--- src/tftpsc_pkg.sv ---
// Shared types, codes and helpers for the TFTP session controller.
package tftpsc_pkg;

   localparam int BLOCK_BYTES = 512;
   localparam logic [9:0] LEN_LIMIT = (BLOCK_BYTES > 1023) ? 10'd1023 : 10'(BLOCK_BYTES);
   localparam logic [10:0] BLOCK_LEN = 11'(BLOCK_BYTES);
   localparam logic [3:0] MAX_RETRIES_RESET = 4'd10;

   localparam logic [1:0] CMD_PACKET = 2'd0;
   localparam logic [1:0] CMD_TX_EXPIRED = 2'd1;
   localparam logic [1:0] CMD_RX_EXPIRED = 2'd2;

   localparam logic [15:0] OP_RRQ = 16'd1;
   localparam logic [15:0] OP_WRQ = 16'd2;
   localparam logic [15:0] OP_DATA = 16'd3;
   localparam logic [15:0] OP_ACK = 16'd4;
   localparam logic [15:0] OP_ERROR = 16'd5;

   localparam logic [1:0] KIND_NONE = 2'd0;
   localparam logic [1:0] KIND_DATA = 2'd1;
   localparam logic [1:0] KIND_ACK = 2'd2;
   localparam logic [1:0] KIND_ERROR = 2'd3;

   localparam logic [1:0] TIMER_LEAVE = 2'd0;
   localparam logic [1:0] TIMER_RESTART = 2'd1;
   localparam logic [1:0] TIMER_STOP = 2'd2;

   localparam logic [2:0] FILE_NONE = 3'd0;
   localparam logic [2:0] FILE_OPEN_READ = 3'd1;
   localparam logic [2:0] FILE_OPEN_WRITE = 3'd2;
   localparam logic [2:0] FILE_READ_NEXT = 3'd3;
   localparam logic [2:0] FILE_WRITE = 3'd4;
   localparam logic [2:0] FILE_WRITE_CLOSE = 3'd5;
   localparam logic [2:0] FILE_CLOSE = 3'd6;

   localparam logic [2:0] MSG_BUSY = 3'd0;
   localparam logic [2:0] MSG_RRQ_UNEXPECTED = 3'd1;
   localparam logic [2:0] MSG_WRQ_UNEXPECTED = 3'd2;
   localparam logic [2:0] MSG_NOT_FOUND = 3'd3;
   localparam logic [2:0] MSG_CANNOT_WRITE = 3'd4;
   localparam logic [2:0] MSG_NOT_OPEN = 3'd5;

   localparam logic [15:0] ERR_CODE_BUSY = 16'd0;
   localparam logic [15:0] ERR_CODE_ILLEGAL = 16'd1;
   localparam logic [15:0] ERR_CODE_NOT_FOUND = 16'd2;
   localparam logic [15:0] ERR_CODE_NOT_OPEN = 16'd3;

   typedef struct packed {
      logic [1:0]  command;
      logic [31:0] src_ip;
      logic [15:0] src_port;
      logic        dest_is_broadcast;
      logic [15:0] opcode;
      logic [15:0] block_id;
      logic [9:0]  payload_len;
      logic        mode_octet;
      logic        open_ok;
      logic [9:0]  read_bytes;
   } item_type;

   typedef struct packed {
      logic [31:0] client_addr;
      logic [15:0] client_port;
      logic        file_is_open;
      logic        binary_flag;
      logic        final_block;
      logic [15:0] block_num;
      logic [15:0] prev_block;
      logic [3:0]  retry_count;
      logic [9:0]  last_len;
   } session_type;

   typedef struct packed {
      logic [1:0]  send_kind;
      logic [31:0] dest_ip;
      logic [15:0] dest_port;
      logic [15:0] block_or_code;
      logic [2:0]  error_message;
      logic [9:0]  data_len;
      logic [2:0]  file_action;
      logic        open_binary;
      logic [1:0]  tx_timer_cmd;
      logic [1:0]  rx_timer_cmd;
      logic        session_active;
   } result_type;

   function automatic logic [9:0] sat_len(input logic [9:0] v);
      sat_len = (v > LEN_LIMIT) ? LEN_LIMIT : v;
   endfunction

endpackage

--- src/tftpsc_in_stage.sv ---
// Input register stage holding one accepted event word.
module tftpsc_in_stage import tftpsc_pkg::*; (
   input  logic     clock,
   input  logic     reset,
   input  logic     in_valid,
   input  item_type in_item,
   output logic     in_stall,
   input  logic     advance,
   output logic     out_valid,
   output item_type out_item
);

   logic     vld_ff;
   logic     vld_in;
   item_type item_ff;
   logic     load;

   assign in_stall = vld_ff & ~advance;
   assign load = in_valid & ~in_stall;
   assign vld_in = load | (vld_ff & ~advance);
   assign out_valid = vld_ff;
   assign out_item = item_ff;

   always_ff @(posedge clock) begin
      if (reset) begin
         vld_ff <= 1'b0;
      end else begin
         vld_ff <= vld_in;
      end
   end

   always_ff @(posedge clock) begin
      if (load) begin
         item_ff <= in_item;
      end
   end

endmodule

--- src/tftpsc_decide.sv ---
// Event decision logic: next session state and result word for one event.
module tftpsc_decide import tftpsc_pkg::*; (
   input  item_type    item,
   input  session_type cur,
   input  logic [3:0]  max_retries,
   output session_type nxt,
   output result_type  res
);

   logic [9:0]  plen;
   logic [9:0]  rlen;
   logic [16:0] diff;
   logic        no_file;
   logic [15:0] blk_inc;

   assign plen = sat_len(item.payload_len);
   assign rlen = sat_len(item.read_bytes);
   assign diff = {1'b0, item.block_id} - {1'b0, cur.prev_block};
   assign no_file = ~cur.file_is_open | (cur.client_addr == 32'd0);
   assign blk_inc = cur.block_num + 16'd1;

   always_comb begin
      nxt = cur;
      res = '0;
      case (item.command)
         CMD_TX_EXPIRED: begin
            if (cur.retry_count >= max_retries) begin
               res.tx_timer_cmd = TIMER_STOP;
               nxt.binary_flag = 1'b0;
               if (cur.file_is_open) begin
                  res.file_action = FILE_CLOSE;
                  nxt.file_is_open = 1'b0;
               end
               nxt.client_addr = '0;
               nxt.retry_count = '0;
            end else begin
               nxt.retry_count = cur.retry_count + 4'd1;
               if (no_file) begin
                  res.tx_timer_cmd = TIMER_STOP;
               end else begin
                  res.send_kind = KIND_DATA;
                  res.dest_ip = cur.client_addr;
                  res.dest_port = cur.client_port;
                  res.block_or_code = cur.block_num;
                  res.data_len = cur.last_len;
                  res.tx_timer_cmd = TIMER_RESTART;
               end
            end
         end
         CMD_RX_EXPIRED: begin
            res.rx_timer_cmd = TIMER_STOP;
            nxt.binary_flag = 1'b0;
            if (cur.file_is_open) begin
               res.file_action = FILE_CLOSE;
               nxt.file_is_open = 1'b0;
            end
            nxt.client_addr = '0;
         end
         CMD_PACKET: begin
            if (!item.dest_is_broadcast) begin
               if ((cur.client_addr != 32'd0) && (item.src_ip != cur.client_addr)) begin
                  res.send_kind = KIND_ERROR;
                  res.dest_ip = item.src_ip;
                  res.dest_port = item.src_port;
                  res.block_or_code = ERR_CODE_BUSY;
                  res.error_message = MSG_BUSY;
               end else begin
                  res.rx_timer_cmd = TIMER_RESTART;
                  case (item.opcode)
                     OP_RRQ, OP_WRQ: begin
                        res.dest_ip = item.src_ip;
                        res.dest_port = item.src_port;
                        if (cur.client_addr != 32'd0) begin
                           res.send_kind = KIND_ERROR;
                           res.block_or_code = ERR_CODE_ILLEGAL;
                           if (item.opcode == OP_RRQ) begin
                              res.tx_timer_cmd = TIMER_STOP;
                              res.error_message = MSG_RRQ_UNEXPECTED;
                           end else begin
                              res.error_message = MSG_WRQ_UNEXPECTED;
                           end
                           nxt.binary_flag = 1'b0;
                           if (cur.file_is_open) begin
                              res.file_action = FILE_CLOSE;
                              nxt.file_is_open = 1'b0;
                           end
                           nxt.client_addr = '0;
                        end else begin
                           nxt.client_addr = item.src_ip;
                           nxt.client_port = item.src_port;
                           nxt.binary_flag = item.mode_octet;
                           res.open_binary = item.mode_octet;
                           res.file_action = (item.opcode == OP_RRQ) ?
                                             FILE_OPEN_READ : FILE_OPEN_WRITE;
                           if (!item.open_ok) begin
                              res.send_kind = KIND_ERROR;
                              res.block_or_code = ERR_CODE_NOT_FOUND;
                              res.error_message = (item.opcode == OP_RRQ) ?
                                                  MSG_NOT_FOUND : MSG_CANNOT_WRITE;
                              nxt.client_addr = '0;
                           end else if (item.opcode == OP_RRQ) begin
                              nxt.file_is_open = 1'b1;
                              nxt.last_len = rlen;
                              nxt.final_block = ({1'b0, rlen} != BLOCK_LEN);
                              nxt.block_num = 16'd1;
                              nxt.retry_count = '0;
                              res.send_kind = KIND_DATA;
                              res.block_or_code = 16'd1;
                              res.data_len = rlen;
                              res.tx_timer_cmd = TIMER_RESTART;
                           end else begin
                              nxt.file_is_open = 1'b1;
                              nxt.block_num = '0;
                              nxt.final_block = 1'b0;
                              nxt.prev_block = '0;
                              res.send_kind = KIND_ACK;
                              res.block_or_code = '0;
                           end
                        end
                     end
                     OP_DATA: begin
                        nxt.block_num = item.block_id;
                        res.dest_ip = item.src_ip;
                        res.dest_port = item.src_port;
                        if ((cur.prev_block != 16'd0) && (cur.prev_block == item.block_id)) begin
                           res.send_kind = KIND_ACK;
                           res.block_or_code = item.block_id;
                        end else if (!diff[16] && (diff > 17'd1)) begin
                           res.send_kind = KIND_ACK;
                           res.block_or_code = cur.prev_block;
                        end else begin
                           nxt.prev_block = item.block_id;
                           if (no_file) begin
                              res.send_kind = KIND_ERROR;
                              res.block_or_code = ERR_CODE_NOT_OPEN;
                              res.error_message = MSG_NOT_OPEN;
                           end else begin
                              nxt.last_len = plen;
                              if ({1'b0, plen} != BLOCK_LEN) begin
                                 res.file_action = FILE_WRITE_CLOSE;
                                 nxt.file_is_open = 1'b0;
                                 nxt.client_addr = '0;
                              end else begin
                                 res.file_action = FILE_WRITE;
                              end
                              res.send_kind = KIND_ACK;
                              res.block_or_code = item.block_id;
                           end
                        end
                     end
                     OP_ACK: begin
                        nxt.retry_count = '0;
                        if (no_file) begin
                           res.send_kind = KIND_ERROR;
                           res.dest_ip = item.src_ip;
                           res.dest_port = item.src_port;
                           res.block_or_code = ERR_CODE_NOT_OPEN;
                           res.error_message = MSG_NOT_OPEN;
                           res.tx_timer_cmd = TIMER_STOP;
                        end else if (cur.final_block) begin
                           res.tx_timer_cmd = TIMER_STOP;
                           res.file_action = FILE_CLOSE;
                           nxt.file_is_open = 1'b0;
                           nxt.client_addr = '0;
                        end else begin
                           nxt.block_num = blk_inc;
                           nxt.last_len = rlen;
                           nxt.final_block = ({1'b0, rlen} != BLOCK_LEN);
                           res.file_action = FILE_READ_NEXT;
                           res.send_kind = KIND_DATA;
                           res.dest_ip = item.src_ip;
                           res.dest_port = item.src_port;
                           res.block_or_code = blk_inc;
                           res.data_len = rlen;
                           res.tx_timer_cmd = TIMER_RESTART;
                        end
                     end
                     OP_ERROR: begin
                        res.tx_timer_cmd = TIMER_STOP;
                        nxt.binary_flag = 1'b0;
                        if (cur.file_is_open) begin
                           res.file_action = FILE_CLOSE;
                           nxt.file_is_open = 1'b0;
                        end
                        nxt.client_addr = '0;
                     end
                     default: begin
                     end
                  endcase
                  if (nxt.client_addr == 32'd0) begin
                     res.rx_timer_cmd = TIMER_STOP;
                  end
               end
            end
         end
         default: begin
         end
      endcase
      res.session_active = (nxt.client_addr != 32'd0);
   end

endmodule

--- src/tftp_server_session_control_top.sv ---
// Top level of the single-session TFTP server controller.
//
// Usage: each word on the req_ channel is one event (a parsed packet with
// the file store's answers, a retransmit timer expiry or an idle timer
// expiry). Every accepted event yields exactly one word on the rsp_ channel
// naming the packet to send, the file action and the two timer commands.
// A word is accepted when valid is high and stall is low.
// The csr_ channel writes max_retries (always ready); write it only while
// no event is in flight.
// The input register loads at acceptance; the result register loads from it when
// the event advances, and rsp_valid rises once it holds the word. Throughput: one
// event per cycle while rsp_stall stays low; the session update is a single pass
// of compares and adds between the two registers.
// When the receiver stalls, the result register holds its word, the input
// register takes one more word, and req_stall rises once both are full.
// Reset clears the session (no client), the retry count and the pipeline
// valid bits, and sets max_retries to 10.
module tftp_server_session_control_top import tftpsc_pkg::*; (
   input  logic        clock,
   input  logic        reset,
   input  logic        req_valid,
   output logic        req_stall,
   input  logic [1:0]  req_command,
   input  logic [31:0] req_src_ip,
   input  logic [15:0] req_src_port,
   input  logic        req_dest_is_broadcast,
   input  logic [15:0] req_opcode,
   input  logic [15:0] req_block_id,
   input  logic [9:0]  req_payload_len,
   input  logic        req_mode_octet,
   input  logic        req_open_ok,
   input  logic [9:0]  req_read_bytes,
   output logic        rsp_valid,
   input  logic        rsp_stall,
   output logic [1:0]  rsp_send_kind,
   output logic [31:0] rsp_dest_ip,
   output logic [15:0] rsp_dest_port,
   output logic [15:0] rsp_block_or_code,
   output logic [2:0]  rsp_error_message,
   output logic [9:0]  rsp_data_len,
   output logic [2:0]  rsp_file_action,
   output logic        rsp_open_binary,
   output logic [1:0]  rsp_tx_timer_cmd,
   output logic [1:0]  rsp_rx_timer_cmd,
   output logic        rsp_session_active,
   input  logic        csr_valid,
   output logic        csr_ready,
   input  logic [3:0]  csr_wdata
);

   item_type    req_item;
   item_type    stage_item;
   logic        stage_valid;
   logic        advance;
   session_type sess_ff;
   session_type sess_in;
   result_type  res_ff;
   result_type  res_in;
   logic        rsp_vld_ff;
   logic        rsp_vld_in;
   logic [3:0]  max_retries_ff;

   assign req_item = '{
      command:           req_command,
      src_ip:            req_src_ip,
      src_port:          req_src_port,
      dest_is_broadcast: req_dest_is_broadcast,
      opcode:            req_opcode,
      block_id:          req_block_id,
      payload_len:       req_payload_len,
      mode_octet:        req_mode_octet,
      open_ok:           req_open_ok,
      read_bytes:        req_read_bytes
   };

   assign advance = stage_valid & (~rsp_vld_ff | ~rsp_stall);
   assign rsp_vld_in = advance | (rsp_vld_ff & rsp_stall);
   assign csr_ready = 1'b1;

   tftpsc_in_stage u_in_stage (
      .clock     (clock),
      .reset     (reset),
      .in_valid  (req_valid),
      .in_item   (req_item),
      .in_stall  (req_stall),
      .advance   (advance),
      .out_valid (stage_valid),
      .out_item  (stage_item)
   );

   tftpsc_decide u_decide (
      .item        (stage_item),
      .cur         (sess_ff),
      .max_retries (max_retries_ff),
      .nxt         (sess_in),
      .res         (res_in)
   );

   always_ff @(posedge clock) begin
      if (reset) begin
         sess_ff <= '0;
         max_retries_ff <= MAX_RETRIES_RESET;
         rsp_vld_ff <= 1'b0;
      end else begin
         if (advance) begin
            sess_ff <= sess_in;
         end
         if (csr_valid && csr_ready) begin
            max_retries_ff <= csr_wdata;
         end
         rsp_vld_ff <= rsp_vld_in;
      end
   end

   always_ff @(posedge clock) begin
      if (advance) begin
         res_ff <= res_in;
      end
   end

   assign rsp_valid = rsp_vld_ff;
   assign rsp_send_kind = res_ff.send_kind;
   assign rsp_dest_ip = res_ff.dest_ip;
   assign rsp_dest_port = res_ff.dest_port;
   assign rsp_block_or_code = res_ff.block_or_code;
   assign rsp_error_message = res_ff.error_message;
   assign rsp_data_len = res_ff.data_len;
   assign rsp_file_action = res_ff.file_action;
   assign rsp_open_binary = res_ff.open_binary;
   assign rsp_tx_timer_cmd = res_ff.tx_timer_cmd;
   assign rsp_rx_timer_cmd = res_ff.rx_timer_cmd;
   assign rsp_session_active = res_ff.session_active;

endmodule

--- config.mk ---
export PLATFORM = sky130hd
export DESIGN_NAME = tftp_server_session_control_top
export DESIGN_NICKNAME = d
export VERILOG_FILES = /design/src/tftpsc_pkg.sv /design/src/tftpsc_in_stage.sv /design/src/tftpsc_decide.sv /design/src/tftp_server_session_control_top.sv
export SDC_FILE = /design/constraint.sdc
export NUM_CORES = 1
export LEC_CHECK = 0
export BUFFER_PORTS_ARGS = -buffer_cell sky130_fd_sc_hd__buf_2
export CAP_MARGIN = 20
export CORE_MARGIN = 1
export CORE_UTILIZATION = 52
export DETAILED_ROUTE_END_ITERATION = 7
export PLACE_DENSITY = 0.83
export SLEW_MARGIN = 25
export SYNTH_ARGS = -nofsm -noshare
export SYNTH_HDL_FRONTEND = slang
export SYNTH_SLANG_ARGS = --single-unit
--- constraint.sdc ---
create_clock -name clock -period 6.75 [get_ports clock]
set_clock_uncertainty 0.15 [all_clocks]
set_input_delay 1.35 -clock clock [delete_from_list [all_inputs] [get_ports clock]]
set_output_delay 1.35 -clock clock [all_outputs]
set_load 0.02 [all_outputs]
==> results.md <==
* Final total negative setup slack at 0 ns
* Filler Cell Count at 2,030
* Startpoint of the most critical register-to-register path: u_in_stage.out_item[26]
* Row count at 58
* Maximum Capacitance Violations at 0
* Placer's final routability congestion estimate at 0.984
* Hold Startpoint: sess_ff[52]
* Vias in the first global route at 10,247
* Number of hold violations in the final report at 0
* Arrival time at the worst endpoint at 4.63 ns
* Slack of the worst reg-to-reg path at 2.35 ns
* Initial antenna violation count at 0
* Routed wire length at 36.2 mm
* Number of setup violations in the final report at 0
* Kind of end point of the critical path: register
* Mapped Cells at 1,253
* Hold Path Sink: sess_ff[52]
* Post-route core utilization at 62.9%
* Longest individual stage delay on the worst path at 0.57 ns
* Maximum clock path buffer count at 3
* CTS tree: yes
* Hold buffer count at cts at 0
* Clock Latency Late Sink at 0.58 ns
* FF/Latch Area at 7840 um^2
* Sequential share of the synthesized area at 57.4%
* Post-Synthesis Cell Area at 13,700 um^2
* Power per Cell Area at 255 nW/um^2
* Synth cell count leaders: sky130_fd_sc_hd__edfxtp_1 (193), sky130_fd_sc_hd__a21oi_1 (113), sky130_fd_sc_hd__nand2_1 (106)
* Startpoint class of the critical path: register
* Final period utilization at 65.2%
* DR WL/cell at 20.3 um
* Initial core utilization at 53.6%
* Distinct cell type count of the synthesized netlist at 74
* Number of synthesized flops with an enable pin at 193
* Final total power at 4.08 mW
* Count of instances resized after the clock tree is built at 0
* Area of placed instances at 14,900 um^2
* Layout overhead on the synthesized area at 17.2%
* Clock edge transition at the registers on the reported setup and hold paths at 0.06 ns
* YS warnings at 0
* Residual antenna-violating net count after detailed routing at 0
* Area share of the largest cell type after synthesis at 42.4%
* #FFs+latches synth at 295
* Transition at the pin with the smallest max-transition slack at 0.928 ns
* Leakage at 5.77 nW
* Fmax at 227 MHz
* Net count of the finished layout at 1,565
* Highest net fanout along the worst path at 13
* Top cells by area, synth: sky130_fd_sc_hd__edfxtp_1 (42%), sky130_fd_sc_hd__dfxtp_1 (15%), sky130_fd_sc_hd__a22o_1 (6.0%)
* Area of the multi-input gates at 5400 um^2
* Clock Root Buffer: sky130_fd_sc_hd__clkbuf_16
* Starting DRT DRC Count at 1,153
* # Post-CTS Setup Buffers at 0
* Maximum level of the CTS H-tree at 1
* Height of the die at 164 um
* Min cycle time layout at 4.40 ns
* Peak VDD IR at 0.258 mV
* Number of max-slew violations in the final report at 0
* Worst min-delay path class: register to register
* Data required time at the worst endpoint at 6.97 ns
* Detail Placement HPWL at 24.8 mm
* DRT Pass-1 Iters at 5
* Wire length of the first global-routing pass at 55.7 mm
* Total gr overflow at 0
* Remaining DRCs at 0
* All-layer global routing usage at 26.6%
* Buffers added on ports at 203
* Synth Net Count at 1,390
* Cell repeated most along the worst path: sky130_fd_sc_hd__a31oi_1
* Most repeated cell in the gate-level netlist after synthesis: sky130_fd_sc_hd__edfxtp_1
* Post-route standard cell area excluding fillers at 16,000 um^2
* Worst hold slack after final layout at 0.306 ns
* Average cell area after synthesis at 10.9 um^2
* Number of clock sinks seen by CTS at 295
* Ports at 205
* Crit path kind: register to register
* Slew Limit Headroom at 37.6%
* Number of buffers created by CTS at 31
* Largest area contributor in the netlist: sky130_fd_sc_hd__edfxtp_1
* Run status: complete, no violations
* Die area at 26,900 um^2
* Floorplan Core Area at 25,500 um^2
* RSZ-0062 raised after global routing: false
* Pin count of the biggest net entering global routing at 79
* Most frequently used flop master after synthesis: sky130_fd_sc_hd__edfxtp_1
* Chain of cells forming the critical path: ha_1 > a21o_1 > a31oi_1 > a211o_1 > a31oi_1 > or3_1 > a2111o_1 > o41ai_1 > a21oi_1 > or2_1 > o21ai_0
* Die span in x at 164 um
* Worst r2r dst: rsp_block_or_code[10]
* Number of instances on the worst hold path at 2
* Via-per-instance ratio at 6.20
* Proportion of synthesized flip-flops having asynchronous set or reset at 0%
* Ratio of cells with drive above 1 in the final layout at 20.3%
* Worst reg-to-reg path cell count at 11
* CP max-delay cell: sky130_fd_sc_hd__o41ai_1
* Total via count after detailed routing at 11,053
-- metrics by stage --
step                cells  setup slack [ns]
global placement     1725              2.15
finish               1784              2.35
CTS                  1783              1.97
detailed placement   1725              2.00
floorplan            1253              1.82
global route         1783              2.19
-- per-layer routing --
layer  vias up  GRT usage (%)  share of wire, %
met1      5286           38.0                43
met3       103           3.96               8.1
li1       5102              -                 -
met5         -              0                 0
met4         0           10.2               3.7
met2       562           40.7                46
-- placed cells by master, fill, tap and decap left out, drive strengths merged, types with 8 or more instances in the layout --
cell type	netlist	routed
a21o	8	8
a21oi	115	115
a22o	93	93
a31oi	12	12
and3	18	18
buf	15	217
clkbuf	60	43
dfxtp	102	102
edfxtp	193	193
ha	22	22
inv	41	42
mux2i	14	14
nand2	107	107
nand2b	18	18
nand3	32	32
nand4	23	23
nor2	89	89
nor3	19	19
nor4	31	31
o2111ai	8	8
o211ai	10	10
o21ai	63	63
o31ai	19	19
or3	8	8
xnor2	38	38
-- area by class of cell --
type | instances | area share [%]
antenna | 1 | 0.0156
clock inverter | 15 | 1.33
inverter | 41 | 0.976
clock buffer | 43 | 5.37
tap | 330 | 2.58
timing repair buffer | 217 | 7.08
multi-input combinational | 842 | 33.7
sequential | 295 | 48.9
-- sequential cells by signal (all words and copies together), names as in the netlist, 3 cells and up --
signal               cells
max_retries_ff           4
rsp_file_action          3
rsp_dest_port           16
rsp_block_or_code       16
rsp_error_message        3
sess_ff                 96
u_in_stage.out_item    105
rsp_data_len            10
rsp_dest_ip             32
-- logic make-up after synthesis --
| family | Yosys count | synth area share, % |
|---|---|---|
| other | 1 | 0.0274 |
| AOI/OAI and AO/OA | 383 | 19.6 |
| DFF | 295 | 57.4 |
| and+or+nand+nor | 376 | 13.4 |
| adders and majority gates | 23 | 2.16 |
| muxes | 15 | 1.11 |
| buffers and inverters | 116 | 3.49 |
| xor gates and xnor gates | 44 | 2.82 |
-- how the worst max path moves through the flow --
stage                                  startpoint                      to  slack (ns)
after global placement    u_in_stage.out_item[46]              sess_ff[0]        2.15
after floorplan                         rsp_stall  u_in_stage.out_item[0]        1.82
after CTS                 u_in_stage.out_item[46]              sess_ff[3]        1.97
after detailed placement  u_in_stage.out_item[46]              sess_ff[3]        2.00
final                     u_in_stage.out_item[26]   rsp_block_or_code[10]        2.35
after global routing      u_in_stage.out_item[46]              sess_ff[7]        2.19
-- where the power goes --
group          total (mW)  internal [mW]  switching (mW)
logic               0.248         0.0869           0.161
clock network        1.79           1.08           0.710
registers            2.04           1.99          0.0472
total                4.08           3.16           0.918
-- worst max-delay path: cells and delay by family (launching register included) --
family | cells | cell delay [ns]
AO/OA/AOI/OAI | 8 | 2.38
AND/OR/NAND/NOR | 2 | 0.79
adder cells (fa/ha/maj) | 1 | 0.42
flip-flops | 1 | 0.43
(Power assumes the default switching activity.)
